==> src/lwp_pkg.sv <==
// shared types and constants for the loop work partition bounds block
package lwp_pkg;

  localparam int CfgW   = 17;
  localparam int IdxW   = 2;
  localparam int IdW    = 16;
  localparam int WordW  = 32;
  localparam int OutW   = 64;
  localparam int ColW   = 9;
  localparam int DivBits = 4;

  typedef enum logic [1:0] {
    MODE_FLAT         = 2'd0,
    MODE_TWO_LEVEL    = 2'd1,
    MODE_BLOCK_CYCLIC = 2'd2,
    MODE_TILING_2D    = 2'd3
  } mode_e;

  typedef enum logic [IdxW-1:0] {
    CFG_MODE         = 2'd0,
    CFG_WORKER_TOTAL = 2'd1,
    CFG_NODE_WORKERS = 2'd2
  } cfg_idx_e;

  // values derived from the configuration registers
  typedef struct packed {
    logic            busy;
    logic [ColW-1:0] cols;
    logic [CfgW-1:0] tile_parts;
    logic [CfgW-1:0] nodes;
  } derived_t;

  typedef struct packed {
    mode_e mode;
    logic  nw_zero;
    logic  cyc_work;
  } tag_t;

  typedef struct packed {
    logic [WordW-1:0] iters;
    logic [WordW-1:0] blk;
  } load_t;

  typedef struct packed {
    mode_e            mode;
    logic             nw_zero;
    logic             cyc_work;
    logic [WordW-1:0] iters;
    logic [CfgW-1:0]  local_id;
    logic [OutW-1:0]  start;
    logic [OutW-1:0]  hint;
    logic [WordW-1:0] rows;
  } tail_t;

endpackage

==> src/lwp_div.sv <==
// pipelined restoring divider, a few quotient bits per stage
module lwp_div #(
  parameter int NumW  = 32,
  parameter int DenW  = 17,
  parameter int SideW = 1
) (
  input  logic             clk_i,
  input  logic             rst_ni,
  input  logic             en_i,
  input  logic             valid_i,
  input  logic [NumW-1:0]  num_i,
  input  logic [DenW-1:0]  den_i,
  input  logic [SideW-1:0] side_i,
  output logic             valid_o,
  output logic [NumW-1:0]  quo_o,
  output logic [DenW-1:0]  rem_o,
  output logic [SideW-1:0] side_o
);

  localparam int StepW  = lwp_pkg::DivBits;
  localparam int StageN = (NumW + StepW - 1) / StepW;
  localparam int BitW   = $clog2(NumW);

  logic             v_q [StageN];
  logic [NumW-1:0]  n_q [StageN];
  logic [NumW-1:0]  q_q [StageN];
  logic [DenW-1:0]  d_q [StageN];
  logic [DenW-1:0]  r_q [StageN];
  logic [SideW-1:0] s_q [StageN];

  for (genvar s = 0; s < StageN; s++) begin : g_stage
    logic             v_in;
    logic [NumW-1:0]  n_in;
    logic [NumW-1:0]  q_in;
    logic [DenW-1:0]  d_in;
    logic [DenW-1:0]  r_in;
    logic [SideW-1:0] s_in;
    logic [NumW-1:0]  q_out;
    logic [DenW-1:0]  r_out;

    if (s == 0) begin : g_first
      assign v_in = valid_i;
      assign n_in = num_i;
      assign q_in = '0;
      assign d_in = den_i;
      assign r_in = '0;
      assign s_in = side_i;
    end else begin : g_rest
      assign v_in = v_q[s-1];
      assign n_in = n_q[s-1];
      assign q_in = q_q[s-1];
      assign d_in = d_q[s-1];
      assign r_in = r_q[s-1];
      assign s_in = s_q[s-1];
    end

    always_comb begin
      logic [DenW:0]   t;
      logic [BitW-1:0] bi;
      int              idx;
      r_out = r_in;
      q_out = q_in;
      t     = '0;
      bi    = '0;
      idx   = 0;
      for (int k = 0; k < StepW; k++) begin
        idx = NumW - 1 - s * StepW - k;
        if (idx >= 0) begin
          bi = BitW'(idx);
          t  = {r_out, n_in[bi]};
          if (t >= {1'b0, d_in}) begin
            t         = t - {1'b0, d_in};
            q_out[bi] = 1'b1;
          end
          r_out = t[DenW-1:0];
        end
      end
    end

    always_ff @(posedge clk_i or negedge rst_ni) begin
      if (!rst_ni) begin
        v_q[s] <= 1'b0;
      end else if (en_i) begin
        v_q[s] <= v_in;
      end
    end

    always_ff @(posedge clk_i) begin
      if (en_i) begin
        n_q[s] <= n_in;
        q_q[s] <= q_out;
        d_q[s] <= d_in;
        r_q[s] <= r_out;
        s_q[s] <= s_in;
      end
    end
  end

  assign valid_o = v_q[StageN-1];
  assign quo_o   = q_q[StageN-1];
  assign rem_o   = r_q[StageN-1];
  assign side_o  = s_q[StageN-1];

endmodule

==> config.mk <==
export PLATFORM = sky130hd
export DESIGN_NAME = lwp_div
export DESIGN_NICKNAME = d
export VERILOG_FILES = /design/src/lwp_pkg.sv /design/src/lwp_div.sv
export SDC_FILE = /design/constraint.sdc
export NUM_CORES = 2
export LEC_CHECK = 0
export BUFFER_PORTS_ARGS = -buffer_cell sky130_fd_sc_hd__buf_2
export CAP_MARGIN = 20
export CORE_MARGIN = 2
export CORE_UTILIZATION = 26
export CTS_BUF_LIST = sky130_fd_sc_hd__clkbuf_16
export DETAILED_ROUTE_END_ITERATION = 7
export PLACE_DENSITY = 0.4
export SLEW_MARGIN = 40
export SYNTH_ARGS = -nofsm -noshare
export SYNTH_HDL_FRONTEND = slang
export SYNTH_SLANG_ARGS = --single-unit
==> constraint.sdc <==
create_clock -name clk_i -period 17.9 [get_ports clk_i]
set_clock_uncertainty 0.05 [all_clocks]
set_input_delay 2.685 -clock clk_i [delete_from_list [all_inputs] [get_ports clk_i]]
set_output_delay 2.685 -clock clk_i [all_outputs]
set_load 0.01 [all_outputs]
# [Yosys cells after proc, flatten, opt, wreduce, memory -nomap -nowiden]
# Memories as Yosys holds them, arrays and structs flattened.
# Index checks and enable logic that the tools add are counted.
[op_classes] add_sub_neg=32 magnitude_cmp=32 mux=66
[op_table] cell="greater-or-equal comparator 18 x 17 -> 1 bit" n=31
[op_table] cell="two-way mux 17 bit" n=32
[op_table] cell="subtractor 17 bit" n=31
[op_table] cell="two-way mux 1 bit" n=34
[op_table] cell="greater-or-equal comparator 1 x 17 -> 1 bit" n=1
[op_table] cell="subtractor 1 x 17 -> 17 bit" n=1
[totals] mem_count=5 ramBits=792 wordCells=143 register_bits=8
[mem_list] name="n_q" depth=8 word_bits=32 read_ports=7 rd_ports_with_merged_regs=0 write_ports=8 line="lwp_div.sv:25" source="logic [NumW-1:0] n_q [StageN];"
[mem_list] name="q_q" depth=8 word_bits=32 read_ports=8 rd_ports_with_merged_regs=0 write_ports=8 line="lwp_div.sv:26" source="logic [NumW-1:0] q_q [StageN];"
[mem_list] name="d_q" depth=8 word_bits=17 read_ports=7 rd_ports_with_merged_regs=0 write_ports=8 line="lwp_div.sv:27" source="logic [DenW-1:0] d_q [StageN];"
[mem_list] name="r_q" depth=8 word_bits=17 read_ports=8 rd_ports_with_merged_regs=0 write_ports=8 line="lwp_div.sv:28" source="logic [DenW-1:0] r_q [StageN];"
[mem_list] name="s_q" depth=8 word_bits=1 read_ports=8 rd_ports_with_merged_regs=0 write_ports=8 line="lwp_div.sv:29" source="logic [SideW-1:0] s_q [StageN];"

# [Longest topological paths before layout]
# An unclocked memory read counts as a cell.
[depth] word_depth=9 mapped_depth=51 ltp_nobuf=45

# [Least setup slack after synthesis]
# Ideal clock, no wire load.
[synth_path] path_type="input-to-reg" from="input port num_i[31]" to="memory r_q[0][10] (data pin)" t_required_ns=17.588 path_slack_ns=6.780 arrival_ns=10.808 cell_stages=40 setup_ns=0.262 path_cell_list="inv_1 > ha_1 > clkinv_1 > o21ai_1 > clkbuf_1 > nor3_1 > ha_1 > and3_1 > nand4_1 > nor4_1 > nor4b_1 > a21o_1 > clkbuf_1 > inv_1 > clkbuf_1 > a21oi_1 > fa_1 > a21o_1 > [4 not listed] > a31oi_1 > or3_1 > clkbuf_1 > clkbuf_1 > nand2_1 > o21ai_0 > fa_1 > nor2b_1 > o21ai_0 > a21boi_0 > o311ai_0 > a21o_1 > a21oi_1 > o22a_1 > a21oi_1 > o21ai_2 > buf_4 > mux2_1"
[synth_lines] element="start: declaration" line="lwp_div.sv:11" source="input logic [NumW-1:0] num_i,"
[synth_lines] element="end: declaration" line="lwp_div.sv:28"

==> metrics <==
hold bufs inserted after CTS=0; WS Path Type=reg -> reg; synth top area cells=edfxtp_1 33%, ha_1 14%, mux2_2 5.2%; run status=finished, final reports clean; H-tree levels=3; period utilization=72.87%; worst skew pair latency=0.69 ns; R2R Path Start=d_q[5][1]; Fin. Hold Viols=0; max_cap viols=0; grt ovf=0; Global Route Usage Sum=14.80%; drt via density=4.958; Routed WL=140.6 mm; post-synth top area share=32.77%; slew margin rel.=45.59%; port bufs=104; CTS tree=done; CP endpoint kind=register; area leader, netlist=edfxtp_1; post-cts resize count=0; synthesized instance count=4,939; Synth Register Bits=527; Routed Antenna Nets=0; Die H=431.7 um; layout overhead on the synthesized area=12.27%; largest net degree at the start of global routing=159; Final Setup Violations=0; Post-synth top cells=529 x ha_1, 519 x edfxtp_1, 367 x a21oi_1, 363 x inv_1, 356 x nor2_1; min-delay src=q_q[1][83]; Final nets=5,678; die span in x=431.7 um; first-pass GRT wire length=215.4 mm; async set-reset flop share out of synthesis=1.518%; Critical Path Max Stage Delay=0.69 ns; initial core utilization=26.22%; root buf cell=clkbuf_16; Post-Layout Cell Count=7,493; initial antenna violation count=1; DRT iter0 DRCs=2,254; Filler cells=18,920; most frequent cell after synthesis=ha_1; CTS sink cnt=527; Cells after DPL=7,354; crit path DAT=13.42 ns; Yosys warnings=0; RePlAce Congestion=0.8562; CTS max path bufs=3; Mapped Nets=5,553; Initial DRT Pass Iterations=7; worst-margin pin slew=0.8099 ns; average wire per standard cell=18.77 um; fraction of layout cells with a size suffix above 1=11.38%; Die Area=0.1863 mm^2; Post-Syn Area=0.04755 mm^2; # rows=156; Post-synth EDFFs=519; Synth Area per Inst=9.628 um^2; core area=0.1813 mm^2; fmax=0.07666 GHz; vias=37,150; DRC viols=0; Critical Path Start=d_q[5][1]; cts bufs inserted=74; CP max-delay cell=a2111oi_1; # IOs=105; Tightest Hold Check Type=reg -> reg; type of origin of the critical path=register; Final min period=13.04 ns; number of global-route vias before repair=36,300; Slew Viols, Final=0; Clock transition at path regs=0.06 ns; Distinct cells, synth=111; RSZ-0062 raised after global routing=no; Crit Path Max Fanout=18; register area share after synthesis=33.19%; setup_tns=0 ns; # Post-CTS Setup Buffers=0; Synth Flop Type=edfxtp_1; CP required=18.27 ns; Post-DP HPWL=111.8 mm
registers in the layout, summed over array words and instances (netlist names):
signal / flops
q_q: 144
r_q: 136
d_q: 119
n_q: 112
s_q: 8
g_stage.v_in: 7
valid_o: 1
critical path, delay by kind of cell (launching register included):
kind	cells	cell delay, ns
compound gates	24	6.74
mux	4	1.39
flops	1	0.53
buf+inv	3	0.79
fa+ha+maj	4	1.69
simple gates	5	1.55
final timing paths:
path	end	slack (ns)	cells past startpoint
max in group asynchronous	g_stage[5].v_in	15.85	1
hold reg to reg	q_q[1][115]	0.35	0
setup reg to reg	r_q[1][35]	4.86	40
min in group asynchronous	g_stage[1].v_in	1.79	1
setup / recovery	r_q[1][35]	4.86	40
hold / removal	q_q[1][115]	0.35	0
area by class of cell:
type | instances | area [um^2] | area share, %
Clock buffer | 76 | 1902 | 3.562
Clock inverter | 58 | 501.7 | 0.9398
Timing Repair Buffer | 132 | 799.5 | 1.498
Inverter | 372 | 1396 | 2.615
Tap cell | 2370 | 2965 | 5.554
Multi-Input combinational cell | 3957 | 30040 | 56.26
Antenna cell | 1 | 2.502 | 0.004687
Sequential cell | 527 | 15790 | 29.57
through the flow:
step / instance area [um^2] / hold slack [ns] / util [%] / worst slack (ns)
after CTS: 53300 / 0.3543 / 29.40 / 4.776
after floorplan: 47550 / 0.3503 / - / 6.780
after global routing: 53390 / 0.3709 / 29.44 / 3.870
after detailed placement: 50900 / 0.3545 / 28.07 / 4.837
after global placement: 50860 / 0.3501 / 28.05 / 4.666
final: 53390 / 0.3535 / 29.44 / 4.855
layer usage:
metal  track usage [%]  up-vias  routed length [um]
met1             19.14    17580               64440
met2             25.56      529               67860
met4             4.098        0                3733
met5                 0        -                   0
li1                  -    18890                   -
met3             2.122      158                4579
cell families after synthesis:
group | Yosys count | share of synthesized area (%)
XOR/XNOR | 366 | 6.741
flip-flops | 527 | 33.19
AO/OA/AOI/OAI | 1378 | 19.69
multiplexers | 310 | 7.304
AND/OR/NAND/NOR | 1343 | 14.05
adder cells (fa/ha/maj) | 560 | 15.22
buffers and inverters | 455 | 3.797
layout by cell type, fill, tap and decap left out, drive strengths merged, types with 46 or more instances in the layout:
cell type | netlist | final
or3 | 49 | 49
nand4 | 82 | 82
nor2 | 356 | 356
nand2b | 63 | 63
a21oi | 373 | 373
clkbuf | 47 | 76
a211oi | 54 | 54
a21o | 144 | 144
nor2b | 79 | 79
nand2 | 285 | 285
xor2 | 109 | 109
inv | 371 | 383
o21a | 89 | 89
xnor2 | 257 | 257
edfxtp | 519 | 519
o21ai | 279 | 279
ha | 529 | 529
nand3 | 95 | 95
mux2 | 248 | 248
and3 | 52 | 52
mux2i | 62 | 62
nor3 | 132 | 132
a221o | 47 | 47
o21bai | 46 | 46
buf | 36 | 132
Power is not shown: default switching activity piles up to over one toggle a cycle in this logic, so the estimate is an artifact.
