<file path="config.mk">
export PLATFORM = sky130hd
export DESIGN_NAME = lwp_cfg
export DESIGN_NICKNAME = d
export VERILOG_FILES = /design/src/lwp_pkg.sv /design/src/lwp_cfg.sv
export SDC_FILE = /design/constraint.sdc
export NUM_CORES = 1
export LEC_CHECK = 0
export ABC_AREA = 0
export BUFFER_PORTS_ARGS = -buffer_cell sky130_fd_sc_hd__clkbuf_2
export CAP_MARGIN = 25
export CORE_ASPECT_RATIO = 0.9
export CORE_MARGIN = 3
export CORE_UTILIZATION = 44
export CTS_BUF_LIST = sky130_fd_sc_hd__clkbuf_8 sky130_fd_sc_hd__clkbuf_16
export CTS_CLUSTER_DIAMETER = 120
export DETAILED_ROUTE_END_ITERATION = 8
export PLACE_DENSITY_LB_ADDON = 0.12
export SLEW_MARGIN = 20
export SYNTH_ARGS = -nofsm -noshare
export SYNTH_HDL_FRONTEND = slang
export SYNTH_SLANG_ARGS = --single-unit
</file>
<file path="constraint.sdc">
create_clock -name clk_i -period 15.2 [get_ports clk_i]
set_clock_uncertainty 0.05 [all_clocks]
set_input_delay 0.76 -clock clk_i [delete_from_list [all_inputs] [get_ports clk_i]]
set_output_delay 0.76 -clock clk_i [all_outputs]
set_load 0.01 [all_outputs]
</file>
<file path="src/lwp_pkg.sv">
// shared types and constants for the loop work partition bounds block
package lwp_pkg;

  localparam int CfgW   = 17;
  localparam int IdxW   = 2;
  localparam int IdW    = 16;
  localparam int WordW  = 32;
  localparam int OutW   = 64;
  localparam int ColW   = 9;
  localparam int DivBits = 4;

  typedef enum logic [1:0] {
    MODE_FLAT         = 2'd0,
    MODE_TWO_LEVEL    = 2'd1,
    MODE_BLOCK_CYCLIC = 2'd2,
    MODE_TILING_2D    = 2'd3
  } mode_e;

  typedef enum logic [IdxW-1:0] {
    CFG_MODE         = 2'd0,
    CFG_WORKER_TOTAL = 2'd1,
    CFG_NODE_WORKERS = 2'd2
  } cfg_idx_e;

  // values derived from the configuration registers
  typedef struct packed {
    logic            busy;
    logic [ColW-1:0] cols;
    logic [CfgW-1:0] tile_parts;
    logic [CfgW-1:0] nodes;
  } derived_t;

  typedef struct packed {
    mode_e mode;
    logic  nw_zero;
    logic  cyc_work;
  } tag_t;

  typedef struct packed {
    logic [WordW-1:0] iters;
    logic [WordW-1:0] blk;
  } load_t;

  typedef struct packed {
    mode_e            mode;
    logic             nw_zero;
    logic             cyc_work;
    logic [WordW-1:0] iters;
    logic [CfgW-1:0]  local_id;
    logic [OutW-1:0]  start;
    logic [OutW-1:0]  hint;
    logic [WordW-1:0] rows;
  } tail_t;

endpackage

</file>
<file path="src/lwp_cfg.sv">
// sequencer that derives grid columns, tile rows and node count from the registers
module lwp_cfg (
  input  logic                        clk_i,
  input  logic                        rst_ni,
  input  logic                        start_i,
  input  logic [lwp_pkg::CfgW-1:0]    worker_total_i,
  input  logic [lwp_pkg::CfgW-1:0]    node_workers_i,
  output lwp_pkg::derived_t           derived_o
);

  localparam int CW = lwp_pkg::CfgW;
  localparam int DW = 10;

  typedef enum logic [4:0] {
    ST_IDLE = 5'b00001,
    ST_NEXT = 5'b00010,
    ST_MOD  = 5'b00100,
    ST_TILE = 5'b01000,
    ST_NODE = 5'b10000
  } state_e;

  state_e                    state_q, state_d;
  logic [DW-1:0]             d_q, d_d;
  logic [lwp_pkg::ColW-1:0]  cols_q, cols_d;
  logic [CW-1:0]             tparts_q, tparts_d;
  logic [CW-1:0]             nodes_q, nodes_d;
  logic [4:0]                cnt_q, cnt_d;
  logic [CW-1:0]             num_q, num_d;
  logic [CW-1:0]             den_q, den_d;
  logic [CW-1:0]             rem_q, rem_d;
  logic [CW-1:0]             quo_q, quo_d;

  logic [CW:0]               t;
  logic                      ge;
  logic [2*DW-1:0]           sq;
  logic [CW-1:0]             nw_den;

  assign t      = {rem_q, num_q[CW-1]};
  assign ge     = t >= {1'b0, den_q};
  assign sq     = d_q * d_q;
  assign nw_den = (node_workers_i == '0) ? CW'(1) : node_workers_i;

  always_comb begin
    state_d  = state_q;
    d_d      = d_q;
    cols_d   = cols_q;
    tparts_d = tparts_q;
    nodes_d  = nodes_q;
    cnt_d    = cnt_q;
    num_d    = num_q;
    den_d    = den_q;
    rem_d    = rem_q;
    quo_d    = quo_q;

    // one quotient bit per cycle while a division runs
    if (cnt_q != '0) begin
      rem_d = ge ? CW'(t - {1'b0, den_q}) : t[CW-1:0];
      quo_d = {quo_q[CW-2:0], ge};
      num_d = {num_q[CW-2:0], 1'b0};
      cnt_d = cnt_q - 5'd1;
    end

    unique case (state_q)
      ST_IDLE: begin
      end
      ST_NEXT: begin
        num_d = worker_total_i;
        rem_d = '0;
        quo_d = '0;
        cnt_d = 5'(CW);
        if (sq <= (2*DW)'(worker_total_i)) begin
          den_d   = CW'(d_q);
          state_d = ST_MOD;
        end else begin
          den_d   = CW'(cols_q);
          state_d = ST_TILE;
        end
      end
      ST_MOD: begin
        if (cnt_q == '0) begin
          if (rem_q == '0) begin
            cols_d = d_q[lwp_pkg::ColW-1:0];
          end
          d_d     = d_q + DW'(1);
          state_d = ST_NEXT;
        end
      end
      ST_TILE: begin
        if (cnt_q == '0) begin
          tparts_d = quo_q;
          num_d    = worker_total_i;
          den_d    = nw_den;
          rem_d    = '0;
          quo_d    = '0;
          cnt_d    = 5'(CW);
          state_d  = ST_NODE;
        end
      end
      ST_NODE: begin
        if (cnt_q == '0) begin
          nodes_d = (node_workers_i == '0) ? '0 : quo_q;
          state_d = ST_IDLE;
        end
      end
      default: begin
        state_d = ST_IDLE;
      end
    endcase

    // any register write restarts the search
    if (start_i) begin
      state_d = ST_NEXT;
      d_d     = DW'(2);
      cols_d  = lwp_pkg::ColW'(1);
      cnt_d   = '0;
    end
  end

  always_ff @(posedge clk_i or negedge rst_ni) begin
    if (!rst_ni) begin
      state_q  <= ST_IDLE;
      d_q      <= DW'(2);
      cols_q   <= lwp_pkg::ColW'(1);
      tparts_q <= CW'(1);
      nodes_q  <= CW'(1);
      cnt_q    <= '0;
    end else begin
      state_q  <= state_d;
      d_q      <= d_d;
      cols_q   <= cols_d;
      tparts_q <= tparts_d;
      nodes_q  <= nodes_d;
      cnt_q    <= cnt_d;
    end
  end

  always_ff @(posedge clk_i) begin
    num_q <= num_d;
    den_q <= den_d;
    rem_q <= rem_d;
    quo_q <= quo_d;
  end

  assign derived_o.busy       = (state_q != ST_IDLE);
  assign derived_o.cols       = cols_q;
  assign derived_o.tile_parts = tparts_q;
  assign derived_o.nodes      = nodes_q;

endmodule

</file>
### Word-level counts from Yosys, hierarchy flattened

Index checks and enable logic that the tools add are counted.

* $add $sub $neg: 3
* $mul: 1
* order comparisons: 2
* eq/ne operators: 11
* multiplexer cells: 32
* reduce and logical (&&, ||, !) cells: 14

Operators with widths (number)
* $mux W17: 10
* $pmux W17 S2: 4
* $mux W10: 4
* $mux W9: 4
* $mux W5: 7
* $logic_not A17 Y1: 2
* $pmux W5 S5: 1
* $le A20 B17 Y1: 1
* $mul A10 B10 Y20: 1
* $ge A18 B17 Y1: 1
* $sub A17 B17 Y17: 1
* $add A10 B1 Y10 const B: 1
* $pmux W5 S2: 1
* $ne A3 B3 Y1 const B: 3
* $reduce_and A2 Y1: 4
* $reduce_bool A2 Y1: 4
* $eq A5 B1 Y1 const B: 1
* $eq A5 B2 Y1 const B: 1
* $eq A5 B3 Y1 const B: 1
* $eq A5 B4 Y1 const B: 1
* $eq A5 B5 Y1 const B: 1
* $logic_not A5 Y1: 1
* $ne A5 B1 Y1 const B: 1
* $reduce_bool A5 Y1: 1
* 5 further kinds: 6

* flip-flop bits (word level): 131
* bits of input ports: 37
* output and inout port bits: 44
* logic and storage cells: 73

### Longest topological paths before layout

* word-level depth: 5
* depth in mapped cells: 30
* depth with buffers taken out: 28

### Least setup slack after synthesis

OpenSTA, ideal clock, no wires.

* kind: reg2reg
* start point: register d_q[1]
* end point: register den_q[1] (data pin)
* library setup time: 0.263 ns
* arrival time: 6.570 ns
* path slack: 8.317 ns
* stages on the path, launching flop included: 27
* clock period less this slack: 6.883 ns
* cell sequence: dfstp_2 -> buf_2 -> nand2_1 -> fa_1 -> fa_1 -> inv_1 -> fa_1 -> fa_1 -> inv_1 -> fa_1 -> inv_1 -> ha_1 -> and4_1 -> or3_1 -> o22ai_1 -> nor2_1 -> o21ai_0 -> xnor2_1 -> ha_1 -> and3_1 -> nand3_1 -> nor4_1 -> a21oi_1 -> or4_1 -> buf_6 -> o211ai_1 -> nand3_1

* word-level cells in the longest chain between the ends: 4

RTL lines
* from (decl): RTL line lwp_cfg.sv:23 `logic [DW-1:0] d_q, d_d;`
* from (signal assigned): RTL line lwp_cfg.sv:122 `d_q <= DW'(2);`
* from (signal assigned): RTL line lwp_cfg.sv:129 `d_q <= d_d;`
* $mul A10 B10 Y20: RTL line lwp_cfg.sv:40 `assign sq = d_q * d_q;`
* $le A20 B17 Y1: RTL line lwp_cfg.sv:71 `if (sq <= (2*DW)'(worker_total_i)) begin`
* $mux W10 *: RTL line lwp_cfg.sv:71
* $pmux W17 S2 *: RTL line lwp_cfg.sv:63 `unique case (state_q)`
* net den_d[1]: RTL line lwp_cfg.sv:29 `logic [CW-1:0] den_q, den_d;`
* to (signal assigned): RTL line lwp_cfg.sv:139 `den_q <= den_d;`
* to (decl): RTL line lwp_cfg.sv:29

The timed path passes the listed nets; every way through them passes the cells marked *.
A chain may end at the register's enable or synchronous reset.

### Worst setup path in the final report

* start point: register d_q[1]
* end point: register den_q[8] (data pin)

* word-level cells in the longest chain between the ends: 4

RTL lines (RTL line)
* $mul A10 B10 Y20: lwp_cfg.sv:40
* $le A20 B17 Y1: lwp_cfg.sv:71
* $mux W10: lwp_cfg.sv:71
* $pmux W17 S2: lwp_cfg.sv:63
* net den_d[8]: lwp_cfg.sv:29

The timed path passes the listed nets, and every way through them passes these cells.

==> results.txt <==
Port buffering added 80 buffers. Count of flip-flops with a built-in enable after synthesis: 17. The critical path is of the reg -> reg type.

Data on the critical path arrives at its endpoint at 7.92 ns. For this run, the total global-route usage over all layers was measured as 19.93%. Detailed placement finished with a half-perimeter wire length of 17220 µm.

Count of endpoints failing setup in the final report: 0. The final period demand of the worst path was 7.726 ns; the worst hold slack was 0.4098 ns. The run gives 15.39 ns as the data required time of the critical path.

Clock tree synthesis found a total of 131 sinks. Setup repair after global routing left no endpoint under its margin. Of all nets on the critical path, the largest fanout is 17. In this run the static leakage power is 5.253 nW.

For the pin with the worst max-slew slack, the measured transition is 0.9490 ns. The buffer and inverter count on the worst path is 4. After clock tree synthesis, the clock-pin slew on the worst setup and hold paths is 0.06 ns. In this design, the stage delay of the slowest critical-path cell is 0.80 ns. In this run the mean area of a mapped cell was 9.200 µm².

The signed area change from the synthesized netlist to the final layout works out to 13.14%. The run gives 10700 µm² as the final instance area. Of all flip-flops after synthesis, the portion carrying an async set or reset was 48.09%.

Once detail routing completed, the nets flagged for antenna violations numbered 0. The tools report the final hold violation count as 0. The tightest min-delay check is of the reg -> reg type.

Synthesized instance count: 1028. The area of the placeable core was 20960 µm²; the number of antenna repair diodes was 0. Prior to clock tree synthesis, the placed netlist has a worst setup slack of 7.492 ns. Cell with the largest stage delay on the worst path: sky130_fd_sc_hd__nor4_2. The most frequent cell on the critical path was sky130_fd_sc_hd__fa_1. The pin count of the biggest net entering global routing came out at 64. In the layout the commonest cells are 134 x sky130_fd_sc_hd__nand2_1, 110 x sky130_fd_sc_hd__inv_1, 85 x sky130_fd_sc_hd__ha_1.

The tools report the global-route wire length before repair as 37560 µm. The initial antenna violation count was 0. Global routing finished with a remaining overflow of 0. In this run, synthesis produced a sequential element count of 131. Yosys mapped the design onto 71 distinct sky130hd cell types. Worst max-slew margin expressed relative to the limit: 36.58%. The highest attainable clock frequency is 0.1294 GHz. The kind of cell with the highest combined delay along the critical path is adder cells. For the area of the die, the log shows 23290 µm². The top-level port count is 81. Cell at the root of the clock tree: sky130_fd_sc_hd__clkbuf_16.

At the later pin of the worst-skew pair, clock insertion delay measures 0.42 ns. For the total number of placement rows, the log shows 50. Number of setup buffers added after CTS: 0. The total of max-cap violations is 0. The max-slew violation count is 0.

The tools report the endpoint class of the critical path as a register. For this run, design rule violations remaining after detail routing come to 0. The commonest non-fill, non-tap cell in the layout is sky130_fd_sc_hd__nand2_1. The number of nets in the synthesized netlist is 1198. The instance area at placement was 10100 µm²; the width of the die was 160.5 µm. For the final routed database, the setup TNS stands at 0 ns. The tools report the total number of nets in the final design as 1258. The worst setup path is launched from a register. The CTS buffer count is 17, and the total via count in the routed design is 7427. The buffer depth of the longest clock path came out at 2. The floorplan step set the die height to 145.1 µm. The number of buffers added to fix hold violations after cts came out at 0. The run gives 7134 as the via count of the first global-routing pass. The tools report the count of non-filler cells in the finished layout as 1387. The share of post-route cells with drive strength above 1 came out at 14.62%. After layout, the worst path uses 50.83% of the clock period. Dividing total power by cell area gives a power density of 117.4 nW/µm². For the wire length after detailed routing, the log shows 23040 µm. The tools report the starting density of the core as 45.13%.

TritonCTS built the clock tree. The cell area after synthesis is 9458 µm². The H-tree was split into 4 levels.

The number of warnings reported in the yosys synthesis log was 0; the post-cts sizing count was 0. The congestion estimate from routability-driven global placement came to 0.8829. Across the VDD grid, the largest voltage drop is 0.00007782 V. Setup slack on the critical path of the routed design comes to 7.474 ns. The routed wirelength normalized by instance count is 16.61 µm. After detailed routing, the number of vias per cell comes to 5.355. Most used flip-flop cell after synthesis: sky130_fd_sc_hd__dfrtp_1.

The total iterations of the first detailed-routing run came out at 5. The flow ran to the end, and the final reports show no timing, DRC or antenna violations. The number of cells in the design after placement was 1355. The detailed router finished its first iteration with 417 violations.

Counting the fill cells in the layout gives 2044. The share of the Yosys chip area taken by registers is 32.93%.
==> power breakdown <==
part	total [W]	leakage (nW)	internal, W	switching (W)
combinational	0.000387	3.61	0.000151	0.000236
sequential	0.000452	1.36	0.000408	0.0000432
clock	0.000418	0.287	0.000246	0.000172
==> kinds of logic (layout without fill, tap and decap cells) <==
kind of cell / after synthesis / count (layout) / share of synthesized area, %
multiplexers: 42 / 42 / 4.683
AND/OR/NAND/NOR: 324 / 324 / 16.85
XOR/XNOR: 48 / 48 / 4.525
buffers and inverters: 156 / 229 / 6.403
AO/OA/AOI/OAI: 194 / 194 / 13.20
flip-flops: 131 / 131 / 32.93
adder cells (fa/ha/maj): 133 / 133 / 21.40
==> worst register-to-register path, stage by stage (launching register included) <==
cell and delay (ns):
sky130_fd_sc_hd__dfstp_2 0.72, sky130_fd_sc_hd__and2_1 0.24, sky130_fd_sc_hd__fa_1 0.42, sky130_fd_sc_hd__fa_1 0.51
sky130_fd_sc_hd__inv_1 0.05, sky130_fd_sc_hd__fa_1 0.47, sky130_fd_sc_hd__inv_1 0.05, sky130_fd_sc_hd__fa_1 0.53
sky130_fd_sc_hd__inv_1 0.05, sky130_fd_sc_hd__fa_1 0.49, sky130_fd_sc_hd__inv_1 0.04, sky130_fd_sc_hd__ha_1 0.33
sky130_fd_sc_hd__o21ai_0 0.23, sky130_fd_sc_hd__o21bai_1 0.13, sky130_fd_sc_hd__nor4b_1 0.40, sky130_fd_sc_hd__nor2_1 0.20
sky130_fd_sc_hd__o21ai_0 0.24, sky130_fd_sc_hd__xnor2_1 0.11, sky130_fd_sc_hd__ha_1 0.30, sky130_fd_sc_hd__and3_1 0.15
sky130_fd_sc_hd__nand3_1 0.11, sky130_fd_sc_hd__nor4_1 0.34, sky130_fd_sc_hd__a21oi_1 0.15, sky130_fd_sc_hd__nor4_2 0.80
sky130_fd_sc_hd__a21oi_1 0.15, sky130_fd_sc_hd__o31ai_1 0.27
==> final timing paths <==
kind,start,endpoint,slack (ns),cells past startpoint
max,d_q[1]$_DFFE_PN1P_,den_q[8]$_DFFE_PP_,7.47,25
max in group asynchronous,rst_ni,tparts_q[9]$_DFFE_PN0P_,14.08,2
min,quo_q[0]$_DFF_P_,nodes_q[0]$_DFFE_PN1P_,0.41,2
min in group asynchronous,rst_ni,cnt_q[3]$_DFF_PN0_,0.46,2
min reg2reg,quo_q[0]$_DFF_P_,nodes_q[0]$_DFFE_PN1P_,0.41,2
max reg2reg,d_q[1]$_DFFE_PN1P_,den_q[8]$_DFFE_PP_,7.47,25
==> sequential cells by signal, indices dropped and copies added (netlist names) <==
name / flops
den_q: 17
nodes_q: 17
num_q: 17
quo_q: 17
rem_q: 17
tparts_q: 17
d_q: 10
cols_q: 9
cnt_q: 5
state_q: 5
==> layer usage <==
layer  part of all wire (%)  GRT usage, %  vias up  wire [µm]
met3                    4.4         4.196       15       1013
met2                     44         28.94      146      10020
met5                      0             0        -          0
met1                     51         30.68     3619      11820
li1                       -             -     3647          -
met4                   0.81         3.644        0        186
==> final cells by class <==
type                    count  area, µm²  share of cell area [%]
flip-flops and latches    131       3114                   29.10
multi-input cells         741       5767                   53.89
clock inverters            15      170.2                   1.590
repair buffers             87      452.9                   4.233
well taps                 286      357.8                   3.344
inverters                 110      412.9                   3.859
clock buffers              17      425.4                   3.976
==> cell usage after synthesis, drive strengths merged, types with 15 or more instances <==
cell type | count | area, µm²
a21oi | 50 | 250.2
a22oi | 16 | 120.1
and2 | 29 | 181.4
clkbuf | 34 | 128.9
dfrtp | 58 | 1451
dfxtp | 51 | 1021
edfxtp | 17 | 510.5
fa | 48 | 960.9
ha | 85 | 1064
inv | 110 | 412.9
mux2 | 18 | 202.7
mux2i | 24 | 240.2
nand2 | 134 | 503.0
nand3 | 15 | 75.07
nand4 | 16 | 100.1
nor2 | 51 | 191.4
nor3 | 17 | 90.09
o21ai | 53 | 276.5
o22ai | 17 | 106.4
xnor2 | 27 | 236.5
xor2 | 21 | 191.4
==> through the flow <==
step	util [%]	power [W]
global route	51.06	0.001330
CTS	51.06	0.001262
finish	51.06	0.001256
global placement	48.21	0.0008378
floorplan	-	0.0007420
detailed placement	48.21	0.0008413
Power figures use the tool's default switching activity.
